**src/sv/bba_pkg.sv**
```systemverilog
// ---------------------------------------------------------------------------
// Block bitmap allocator package
// Shared widths, codes, payload types and controller/datapath interface.
// ---------------------------------------------------------------------------
package bba_pkg;

    localparam int BLK_W             = 12;
    localparam int TOTAL_W           = 13;
    localparam int OP_W              = 2;
    localparam int STAT_W            = 2;
    localparam int NUM_BLOCKS_DEF    = 4096;
    localparam int MAP_WORD_BITS_DEF = 32;

    localparam logic [TOTAL_W-1:0] TOTAL_RESET = 13'd4096;

    // Request opcodes; the fourth code only echoes the block number
    typedef enum logic [OP_W-1:0] {
        OP_ALLOC = 2'd0,
        OP_FREE  = 2'd1,
        OP_READ  = 2'd2
    } bba_op_t;

    typedef enum logic [STAT_W-1:0] {
        STAT_OK    = 2'd0,
        STAT_FULL  = 2'd1,
        STAT_RANGE = 2'd2
    } bba_status_t;

    typedef struct packed {
        logic [OP_W-1:0]  op;
        logic [BLK_W-1:0] block_number;
    } bba_req_t;

    typedef struct packed {
        logic [BLK_W-1:0]   result_block;
        logic               bit_value;
        logic [STAT_W-1:0]  status;
        logic [TOTAL_W-1:0] free_count;
    } bba_rsp_t;

    typedef enum logic [2:0] {
        S_CLEAR,
        S_IDLE,
        S_SCAN,
        S_MUL,
        S_FIX,
        S_BITOP,
        S_FINISH
    } bba_state_t;

    // Controller to datapath
    typedef struct packed {
        logic clear_step;
        logic accept;
        logic scan;
        logic mul;
        logic fix;
        logic bitop;
        logic load;
    } bba_cmd_t;

    // Datapath to controller
    typedef struct packed {
        logic            clear_last;
        logic [OP_W-1:0] req_op;
        logic            in_range;
        logic            scan_stop;
        logic            out_free;
    } bba_stat_t;

endpackage

```
**src/sv/bba_ctrl.sv**
```systemverilog
// ---------------------------------------------------------------------------
// Block bitmap allocator controller
// Sequences the clearing pass, the bitmap scan and the free/read steps.
// ---------------------------------------------------------------------------
module bba_ctrl
    import bba_pkg::*;
(
    input  logic      clk,
    input  logic      rst_n,
    input  logic      req_valid,
    output logic      req_stall,
    input  bba_stat_t stat,
    output bba_cmd_t  cmd
);

    bba_state_t state_reg;
    bba_state_t state_next;

    // State register
    always_ff @(posedge clk or negedge rst_n)
    begin
        if (!rst_n)
        begin
            state_reg <= S_CLEAR;
        end
        else
        begin
            state_reg <= state_next;
        end
    end

    // Next state and commands
    always_comb
    begin
        state_next = state_reg;
        cmd        = '0;
        req_stall  = 1'b1;
        unique case (state_reg)
            S_CLEAR:
            begin
                cmd.clear_step = 1'b1;
                if (stat.clear_last)
                begin
                    state_next = S_IDLE;
                end
            end
            S_IDLE:
            begin
                req_stall = 1'b0;
                if (req_valid)
                begin
                    cmd.accept = 1'b1;
                    priority if (stat.req_op == OP_ALLOC)
                    begin
                        state_next = S_SCAN;
                    end
                    else if (stat.req_op == OP_FREE || stat.req_op == OP_READ)
                    begin
                        state_next = S_MUL;
                    end
                    else
                    begin
                        state_next = S_FINISH;
                    end
                end
            end
            S_SCAN:
            begin
                cmd.scan = 1'b1;
                if (stat.scan_stop)
                begin
                    state_next = S_FINISH;
                end
            end
            S_MUL:
            begin
                cmd.mul    = 1'b1;
                state_next = S_FIX;
            end
            S_FIX:
            begin
                cmd.fix    = 1'b1;
                state_next = stat.in_range ? S_BITOP : S_FINISH;
            end
            S_BITOP:
            begin
                cmd.bitop  = 1'b1;
                state_next = S_FINISH;
            end
            S_FINISH:
            begin
                if (stat.out_free)
                begin
                    cmd.load   = 1'b1;
                    state_next = S_IDLE;
                end
            end
            default:
            begin
                state_next = S_CLEAR;
            end
        endcase
    end

endmodule

```
**src/sv/bba_datapath.sv**
```systemverilog
// ---------------------------------------------------------------------------
// Block bitmap allocator datapath
// Bitmap memory, used count, word scan, block-to-word split, result register.
// ---------------------------------------------------------------------------
module bba_datapath
    import bba_pkg::*;
#(
    parameter int NUM_BLOCKS    = NUM_BLOCKS_DEF,
    parameter int MAP_WORD_BITS = MAP_WORD_BITS_DEF
)
(
    input  logic                clk,
    input  logic                rst_n,
    input  bba_req_t            req,
    input  logic                cfg_we,
    input  logic [TOTAL_W-1:0]  cfg_data,
    input  logic                rsp_stall,
    output logic                rsp_valid,
    output bba_rsp_t            rsp,
    input  bba_cmd_t            cmd,
    output bba_stat_t           stat
);

    localparam int MAP_WORDS = (NUM_BLOCKS + MAP_WORD_BITS - 1) / MAP_WORD_BITS;
    localparam int WADDR_W   = (MAP_WORDS > 1) ? $clog2(MAP_WORDS) : 1;
    localparam int SEL_W     = $clog2(MAP_WORD_BITS);
    localparam int CAP_W     = $clog2(NUM_BLOCKS + 1);
    localparam int CNT_W     = (CAP_W > TOTAL_W) ? CAP_W : TOTAL_W;
    localparam int RECIP     = (1 << BLK_W) / MAP_WORD_BITS;
    localparam int Q_W       = BLK_W - SEL_W + 1;
    localparam int PROD_W    = BLK_W + Q_W;

    localparam logic [CNT_W-1:0]   BLOCK_CAP = CNT_W'(NUM_BLOCKS);
    localparam logic [CNT_W-1:0]   WORD_STEP = CNT_W'(MAP_WORD_BITS);
    localparam logic [WADDR_W-1:0] LAST_WORD = WADDR_W'(MAP_WORDS - 1);
    localparam logic [BLK_W:0]     WORD_DIV  = (BLK_W + 1)'(MAP_WORD_BITS);
    localparam logic [PROD_W-1:0]  RECIP_X   = PROD_W'(RECIP);

    logic [MAP_WORD_BITS-1:0] map_mem [MAP_WORDS];

    logic [TOTAL_W-1:0]       total_blocks_reg;
    logic [WADDR_W-1:0]       clr_addr_reg;
    logic [CNT_W-1:0]         used_total_reg;
    logic [CNT_W-1:0]         used_total_next;
    logic [OP_W-1:0]          op_reg;
    logic [BLK_W-1:0]         blk_reg;
    logic [WADDR_W-1:0]       eval_addr_reg;
    logic [CNT_W-1:0]         base_reg;
    logic [PROD_W-1:0]        prod_reg;
    logic [WADDR_W-1:0]       word_reg;
    logic [SEL_W-1:0]         sel_reg;
    logic [BLK_W-1:0]         res_block_reg;
    logic                     res_bit_reg;
    logic [STAT_W-1:0]        res_status_reg;
    logic [MAP_WORD_BITS-1:0] rd_data_reg;
    bba_rsp_t                 rsp_reg;
    logic                     rsp_valid_reg;

    logic [CNT_W-1:0]         total_m;
    logic [CNT_W-1:0]         rem;
    logic [MAP_WORD_BITS-1:0] word_mask;
    logic [MAP_WORD_BITS-1:0] free_vec;
    logic                     found;
    logic [SEL_W-1:0]         free_idx;
    logic [CNT_W-1:0]         base_step;
    logic [CNT_W-1:0]         found_block;
    logic                     scan_stop;
    logic [WADDR_W-1:0]       scan_rd_addr;
    logic [Q_W-1:0]           q_est;
    logic [BLK_W:0]           qw;
    logic [BLK_W:0]           r_raw;
    logic                     r_big;
    logic [Q_W:0]             q_fix;
    logic [BLK_W:0]           r_fix;
    logic                     in_range;
    logic                     bit_hit;
    logic                     free_hit;
    logic [CNT_W-1:0]         free_cnt_full;
    logic [TOTAL_W-1:0]       free_cnt;
    logic                     mem_we;
    logic [WADDR_W-1:0]       mem_waddr;
    logic [MAP_WORD_BITS-1:0] mem_wdata;
    logic [WADDR_W-1:0]       rd_addr;

    // Clamp the configured total to the bitmap size
    assign total_m = (CNT_W'(total_blocks_reg) > BLOCK_CAP) ? BLOCK_CAP
                                                            : CNT_W'(total_blocks_reg);

    // Scan: lowest free bit of the current word that lies below the total
    assign rem = total_m - base_reg;

    always_comb
    begin
        for (int s = 0; s < MAP_WORD_BITS; s++)
        begin
            word_mask[s] = (CNT_W'(s) < rem);
        end
    end

    assign free_vec = ~rd_data_reg & word_mask;
    assign found    = |free_vec;

    always_comb
    begin
        free_idx = '0;
        for (int s = MAP_WORD_BITS - 1; s >= 0; s--)
        begin
            if (free_vec[s])
            begin
                free_idx = SEL_W'(s);
            end
        end
    end

    assign base_step    = base_reg + WORD_STEP;
    assign found_block  = base_reg + CNT_W'(free_idx);
    assign scan_stop    = found || (base_step >= total_m);
    assign scan_rd_addr = (eval_addr_reg == LAST_WORD) ? eval_addr_reg
                                                       : eval_addr_reg + 1'b1;

    // Split block number into word and bit: reciprocal estimate, one correction
    assign q_est = prod_reg[PROD_W-1:BLK_W];
    assign qw    = (BLK_W + 1)'(q_est) * WORD_DIV;
    assign r_raw = {1'b0, blk_reg} - qw;
    assign r_big = (r_raw >= WORD_DIV);
    assign q_fix = r_big ? ({1'b0, q_est} + 1'b1) : {1'b0, q_est};
    assign r_fix = r_big ? (r_raw - WORD_DIV) : r_raw;

    assign in_range = (CNT_W'(blk_reg) < total_m);
    assign bit_hit  = rd_data_reg[sel_reg];
    assign free_hit = cmd.bitop && (op_reg == OP_FREE) && bit_hit;

    // Free count after the operation, saturating at zero
    assign free_cnt_full = (total_m > used_total_reg) ? (total_m - used_total_reg) : '0;
    assign free_cnt      = TOTAL_W'(free_cnt_full);

    // Used count update
    always_comb
    begin
        used_total_next = used_total_reg;
        priority if (cmd.scan && found)
        begin
            used_total_next = used_total_reg + 1'b1;
        end
        else if (free_hit && (used_total_reg != '0))
        begin
            used_total_next = used_total_reg - 1'b1;
        end
    end

    // Bitmap write port: clear pass, allocate set, free clear
    always_comb
    begin
        mem_we    = 1'b0;
        mem_waddr = clr_addr_reg;
        mem_wdata = '0;
        priority if (cmd.clear_step)
        begin
            mem_we = 1'b1;
        end
        else if (cmd.scan && found)
        begin
            mem_we    = 1'b1;
            mem_waddr = eval_addr_reg;
            mem_wdata = rd_data_reg | (MAP_WORD_BITS'(1) << free_idx);
        end
        else if (free_hit)
        begin
            mem_we    = 1'b1;
            mem_waddr = word_reg;
            mem_wdata = rd_data_reg & ~(MAP_WORD_BITS'(1) << sel_reg);
        end
    end

    // Bitmap read address: next scan word, split word, else word zero
    always_comb
    begin
        priority if (cmd.scan)
        begin
            rd_addr = scan_rd_addr;
        end
        else if (cmd.fix)
        begin
            rd_addr = WADDR_W'(q_fix);
        end
        else
        begin
            rd_addr = '0;
        end
    end

    // Bitmap memory
    always_ff @(posedge clk)
    begin
        if (mem_we)
        begin
            map_mem[mem_waddr] <= mem_wdata;
        end
        rd_data_reg <= map_mem[rd_addr];
    end

    // Control state: configuration, clear pointer, used count, result valid
    always_ff @(posedge clk or negedge rst_n)
    begin
        if (!rst_n)
        begin
            total_blocks_reg <= TOTAL_RESET;
            clr_addr_reg     <= '0;
            used_total_reg   <= '0;
            rsp_valid_reg    <= 1'b0;
        end
        else
        begin
            if (cfg_we)
            begin
                total_blocks_reg <= cfg_data;
            end
            if (cmd.clear_step)
            begin
                clr_addr_reg <= clr_addr_reg + 1'b1;
            end
            used_total_reg <= used_total_next;
            if (cmd.load)
            begin
                rsp_valid_reg <= 1'b1;
            end
            else if (!rsp_stall)
            begin
                rsp_valid_reg <= 1'b0;
            end
        end
    end

    // Transaction payload and working registers
    always_ff @(posedge clk)
    begin
        if (cmd.accept)
        begin
            op_reg         <= req.op;
            blk_reg        <= req.block_number;
            eval_addr_reg  <= '0;
            base_reg       <= '0;
            res_block_reg  <= (req.op == OP_ALLOC) ? '0 : req.block_number;
            res_bit_reg    <= 1'b0;
            res_status_reg <= STAT_OK;
        end
        if (cmd.scan)
        begin
            priority if (found)
            begin
                res_block_reg <= BLK_W'(found_block);
            end
            else if (scan_stop)
            begin
                res_status_reg <= STAT_FULL;
            end
            else
            begin
                eval_addr_reg <= eval_addr_reg + 1'b1;
                base_reg      <= base_step;
            end
        end
        if (cmd.mul)
        begin
            prod_reg <= PROD_W'(blk_reg) * RECIP_X;
        end
        if (cmd.fix)
        begin
            word_reg <= WADDR_W'(q_fix);
            sel_reg  <= SEL_W'(r_fix);
            if (!in_range)
            begin
                res_status_reg <= STAT_RANGE;
            end
        end
        if (cmd.bitop && (op_reg == OP_READ))
        begin
            res_bit_reg <= bit_hit;
        end
        if (cmd.load)
        begin
            rsp_reg.result_block <= res_block_reg;
            rsp_reg.bit_value    <= res_bit_reg;
            rsp_reg.status       <= res_status_reg;
            rsp_reg.free_count   <= free_cnt;
        end
    end

    assign rsp       = rsp_reg;
    assign rsp_valid = rsp_valid_reg;

    assign stat.clear_last = (clr_addr_reg == LAST_WORD);
    assign stat.req_op     = req.op;
    assign stat.in_range   = in_range;
    assign stat.scan_stop  = scan_stop;
    assign stat.out_free   = !rsp_valid_reg || !rsp_stall;

endmodule

```
**src/sv/block_bitmap_allocator.sv**
```systemverilog
// ---------------------------------------------------------------------------
// Block bitmap allocator
// First-fit block allocator over a used-bit bitmap with a used-block count.
//
// Each request (allocate, free, read) gives exactly one response carrying
// the free count after the operation. Allocate examines bitmap words up to
// the first word with a free block below the total, at most MAP_WORDS (128 at
// the default 4096 blocks in 32-bit words), one word per cycle through the
// bitmap memory's single read port. Free and read split the block number and
// skip the bit step when it is out of range; the unused opcode goes straight
// to the response. A new request is taken while the previous response waits
// in the output register. After reset a clearing pass zeros all MAP_WORDS
// bitmap words (128 by default) with req_stall high; total_blocks may be
// written meanwhile.
// ---------------------------------------------------------------------------
module block_bitmap_allocator
    import bba_pkg::*;
#(
    parameter int NUM_BLOCKS    = NUM_BLOCKS_DEF,
    parameter int MAP_WORD_BITS = MAP_WORD_BITS_DEF
)
(
    input  logic               clk,
    input  logic               rst_n,
    input  logic               req_valid,
    output logic               req_stall,
    input  bba_req_t           req,
    output logic               rsp_valid,
    input  logic               rsp_stall,
    output bba_rsp_t           rsp,
    input  logic               cfg_we,
    input  logic [TOTAL_W-1:0] cfg_data
);

    bba_cmd_t  cmd;
    bba_stat_t stat;

    // Sequencer
    bba_ctrl u_ctrl (
        .clk       (clk),
        .rst_n     (rst_n),
        .req_valid (req_valid),
        .req_stall (req_stall),
        .stat      (stat),
        .cmd       (cmd)
    );

    // Bitmap, counters and result register
    bba_datapath #(
        .NUM_BLOCKS    (NUM_BLOCKS),
        .MAP_WORD_BITS (MAP_WORD_BITS)
    ) u_datapath (
        .clk       (clk),
        .rst_n     (rst_n),
        .req       (req),
        .cfg_we    (cfg_we),
        .cfg_data  (cfg_data),
        .rsp_stall (rsp_stall),
        .rsp_valid (rsp_valid),
        .rsp       (rsp),
        .cmd       (cmd),
        .stat      (stat)
    );

endmodule

```
**config.mk**
```make
export PLATFORM = sky130hd
export DESIGN_NAME = block_bitmap_allocator
export DESIGN_NICKNAME = d
export VERILOG_FILES = /design/src/sv/bba_pkg.sv /design/src/sv/bba_ctrl.sv /design/src/sv/bba_datapath.sv /design/src/sv/block_bitmap_allocator.sv
export SDC_FILE = /design/constraint.sdc
export NUM_CORES = 2
export LEC_CHECK = 0
export ABC_AREA = 0
export BUFFER_PORTS_ARGS = -buffer_cell sky130_fd_sc_hd__buf_4
export CORE_AREA = 2 2 531 586
export DETAILED_ROUTE_END_ITERATION = 8
export DIE_AREA = 0 0 533 588
export GPL_TIMING_DRIVEN = 0
export PLACE_DENSITY = 0.76
export SETUP_SLACK_MARGIN = 0.02
export SYNTH_ARGS = -nofsm -noshare
export SYNTH_HDL_FRONTEND = slang
export SYNTH_HIERARCHICAL = 1
export SYNTH_SLANG_ARGS = --single-unit
```
**constraint.sdc**
```tcl
create_clock -name clk -period 18.6 [get_ports clk]
set_input_delay 0 -clock clk [delete_from_list [all_inputs] [get_ports clk]]
set_output_delay 0 -clock clk [all_outputs]
set_load 0.02 [all_outputs]
```
==> impl_metrics.json <==
{
  "slowest_delay_ps": 1330,
  "synth_cell_types": 94,
  "cp_max_fo": 17,
  "worst_pin_slew_ps": 1620,
  "port-buffer-count": 61,
  "leakagePower_nw": 62.9,
  "fmaxAchievable_ghz": 0.0980,
  "fillers": 20244,
  "synth_top_cells_by_area": "edfxtp_1 74%, mux4_2 7.0%, nand2_1 4.2%",
  "violations": "max-capacitance violations, max-slew violations",
  "drc": 0,
  "cts_resized": 0,
  "cts_buffers": 403,
  "start_util_pct": 54.7,
  "seq_area_um2": 127000,
  "yosysTopAreaCell": "edfxtp_1",
  "grt_usage_pct": 32.8,
  "dieWidth_um": 533,
  "cts_tree": "yes",
  "drv_cap": 9,
  "ys_ff_latch": 4261,
  "worstPathBufferInverterCount": 12,
  "insertion_delay_ps": 960,
  "io_pins": 62,
  "synth_cells": 10088,
  "hold_path_class": "in2reg",
  "synth_edf_count": 4163,
  "antenna_found_initial": 33,
  "drt_first_pass_iters": 9,
  "drv_slew": 50,
  "total_power_w": 0.0306,
  "fin_skew_ps": 101,
  "area_growth_pct": 15.8,
  "cts.sinks": 4261,
  "syn_avg_cell_area_um2": 16.7,
  "post_drt_wl_per_cell_um": 34.0,
  "cts-root-buf": "clkbuf_16",
  "multi_input_comb_area_um2": 39900,
  "grt_max_degree": 82,
  "gr-total-overflow": 0,
  "slew_headroom_pct": -7.72,
  "arrival_ps": 10840,
  "design_area_um2": 195000,
  "critPathSlowestCell": "nand3_1",
  "holdWs_ps": 40.9,
  "grt_pass1_wl_mm": 729,
  "powerDensity_nw_per_um2": 157,
  "synth_top_area_share_pct": 74.3,
  "dp_hpwl_mm": 355,
  "rows": 214,
  "synthFlopType": "edfxtp_1",
  "hold_buffers": 75,
  "status": "finished, violations left",
  "dieArea_um2": 313000,
  "final_core_util_pct": 63.3,
  "core_area_um2": 308000,
  "setup_viol": 0,
  "crit_type": "reg2reg",
  "cp-end-kind": "register",
  "tns_ps": 0,
  "fin_crit_sh_pct": 54.9,
  "clk_pin_slew_ps": 60,
  "post_cts_buffers": 0,
  "worst_path_most_repeated_cell": "buf_2",
  "h-tree-depth": 5,
  "async_flop_share_pct": 0.868,
  "placed_area_um2": 181000,
  "drive_gt1_share_pct": 15.2,
  "netlist_area_um2": 168000,
  "clk_path_buf_depth": 4,
  "syn-num-nets": 10202,
  "post_drt_via_cell_ratio": 6.64,
  "nNetsFinal": 11018,
  "drt_iter0_markers": 16903,
  "num_vias": 101972,
  "wl_mm": 521,
  "required_ps": 19230,
  "die_height_um": 588,
  "period_needed_ps": 10210,
  "drtAntennaViolNets": 0,
  "gp_congestion": 1.03,
  "seq_area_frac_synth_pct": 75.5,
  "ys.warnings.count": 6,
  "largest_register_ffs": 4096,
  "rsz0062_at_grt": "false",
  "critPathLaunchType": "register",
  "hold_violations": 0,
  "peakVddDrop_uv": 99.4,
  "grt_pass1_vias": 99572,
  "critical-path-top-delay-family": "buffers and inverters"
}
## worst register-to-register path: cells and delay by family, from the launching register on
| kind | cells | cell delay (ps) |
|---|---|---|
| buffers and inverters | 12 | 3620 |
| adder cells (fa/ha/maj) | 1 | 280 |
| AO/OA/AOI/OAI | 8 | 2430 |
| multiplexers | 1 | 110 |
| AND/OR/NAND/NOR | 5 | 3020 |
| flip-flops | 1 | 430 |
## through the flow
stage	instances	setup WS (ps)
after detailed placement	14527	8900
after global placement	14253	-10790
final	15357	8390
after floorplan	10088	5570
after global routing	15344	8270
after CTS	15342	8840
## layout by cell type (no fill, tap or decap), types with 21 or more instances in the layout
| master | n |
|---|---|
| buf_1 | 119 |
| dfxtp_1 | 61 |
| nor4_1 | 42 |
| buf_16 | 68 |
| bufinv_16 | 45 |
| a21oi_1 | 61 |
| nor2_4 | 122 |
| nand4_1 | 110 |
| buf_4 | 77 |
| dlygate4sd3_1 | 74 |
| nand2_1 | 1889 |
| mux2i_1 | 393 |
| a31oi_1 | 164 |
| buf_12 | 169 |
| dfrtp_1 | 36 |
| nor3_1 | 22 |
| nand2b_1 | 27 |
| clkbuf_1 | 525 |
| edfxtp_1 | 4163 |
| o21ai_0 | 231 |
| buf_8 | 23 |
| nand3_1 | 563 |
| a32oi_1 | 129 |
| clkbuf_16 | 416 |
| ha_1 | 77 |
| clkinv_1 | 85 |
| clkinv_2 | 84 |
| nor2_1 | 114 |
| xnor2_1 | 37 |
| a32o_1 | 257 |
| mux4_2 | 523 |
| and3_1 | 21 |
| inv_1 | 91 |
| or4_1 | 34 |
## area by class of cell
class	instances	area share (%)
Antenna cell	14	0.0180
Buffer	596	1.18
Clock buffer	501	5.51
Clock inverter	239	1.19
Inverter	93	0.179
Multi-Input combinational cell	5138	20.5
Sequential cell	4261	65.3
Tap cell	4104	2.64
Timing Repair Buffer	411	3.56
## report_power, final
| part | internal [W] | switching [W] | leakage [nW] |
|---|---|---|---|
| sequential | 0.0117 | 0.000214 | 39.4 |
| clock | 0.00471 | 0.00353 | 6.41 |
| combinational | 0.00314 | 0.00729 | 17.2 |
| total | 0.0196 | 0.0110 | 62.9 |
## Yosys cell counts (8+ instances only)
| cell type | instances |
|---|---|
| nand3b_1 | 9 |
| nor4_1 | 42 |
| nor2_1 | 238 |
| a21o_1 | 19 |
| nand3_1 | 564 |
| or3_1 | 8 |
| nand2_1 | 1889 |
| nand4_1 | 110 |
| and3_1 | 21 |
| nor3_1 | 22 |
| buf_2 | 15 |
| a221oi_1 | 13 |
| nand2b_1 | 27 |
| inv_1 | 91 |
| dfxtp_1 | 61 |
| ha_1 | 77 |
| or2_2 | 11 |
| mux2i_1 | 393 |
| o31ai_1 | 8 |
| o211ai_1 | 10 |
| edfxtp_1 | 4163 |
| mux2_2 | 20 |
| nand4_4 | 12 |
| or4_1 | 34 |
| o21ai_0 | 236 |
| nor2b_1 | 25 |
| xnor2_1 | 37 |
| a21oi_1 | 73 |
| a32o_1 | 257 |
| dfrtp_1 | 36 |
| mux4_2 | 523 |
| and2_1 | 12 |
| buf_1 | 120 |
| a31o_2 | 8 |
| xor2_1 | 15 |
| clkbuf_1 | 455 |
| a32oi_1 | 129 |
| a31oi_1 | 164 |
| nor3b_1 | 13 |
## cells by family after synthesis
group	Yosys count	share of synthesized area [%]
mux	936	9.47
xor+xnor	52	0.271
compound gates	1012	4.55
flops	4261	75.5
fa+ha+maj	83	0.638
simple gates	3055	7.96
buf+inv	689	1.56
## path summary, 6_finish.rpt
kind	start	endpoint	slack, ps	depth (start not counted)
setup reg to reg	u_datapath/total_blocks_reg[12]	u_datapath/map_mem[46][10]	8390	27
min in group asynchronous	rst_n	u_datapath/used_total_reg[2]	90	4
setup / recovery	u_datapath/total_blocks_reg[12]	u_datapath/map_mem[46][10]	8390	27
hold reg to reg	u_datapath/res_block_reg[5]	u_datapath/rsp[21]	430	0
max in group asynchronous	rst_n	u_datapath/total_blocks_reg[12]	18210	4
hold / removal	req_valid	u_ctrl/state_reg[0]	40	4
## per-layer routing
layer / share of wire [%] / up-vias / GRT usage (%)
met5: 0.055 / - / 0.333
met4: 7.8 / 26 / 20.6
met3: 14 / 1509 / 9.93
met2: 46 / 7682 / 50.4
met1: 33 / 51492 / 40.8
li1: - / 41263 / -
Power figures use the tool's default switching activity.
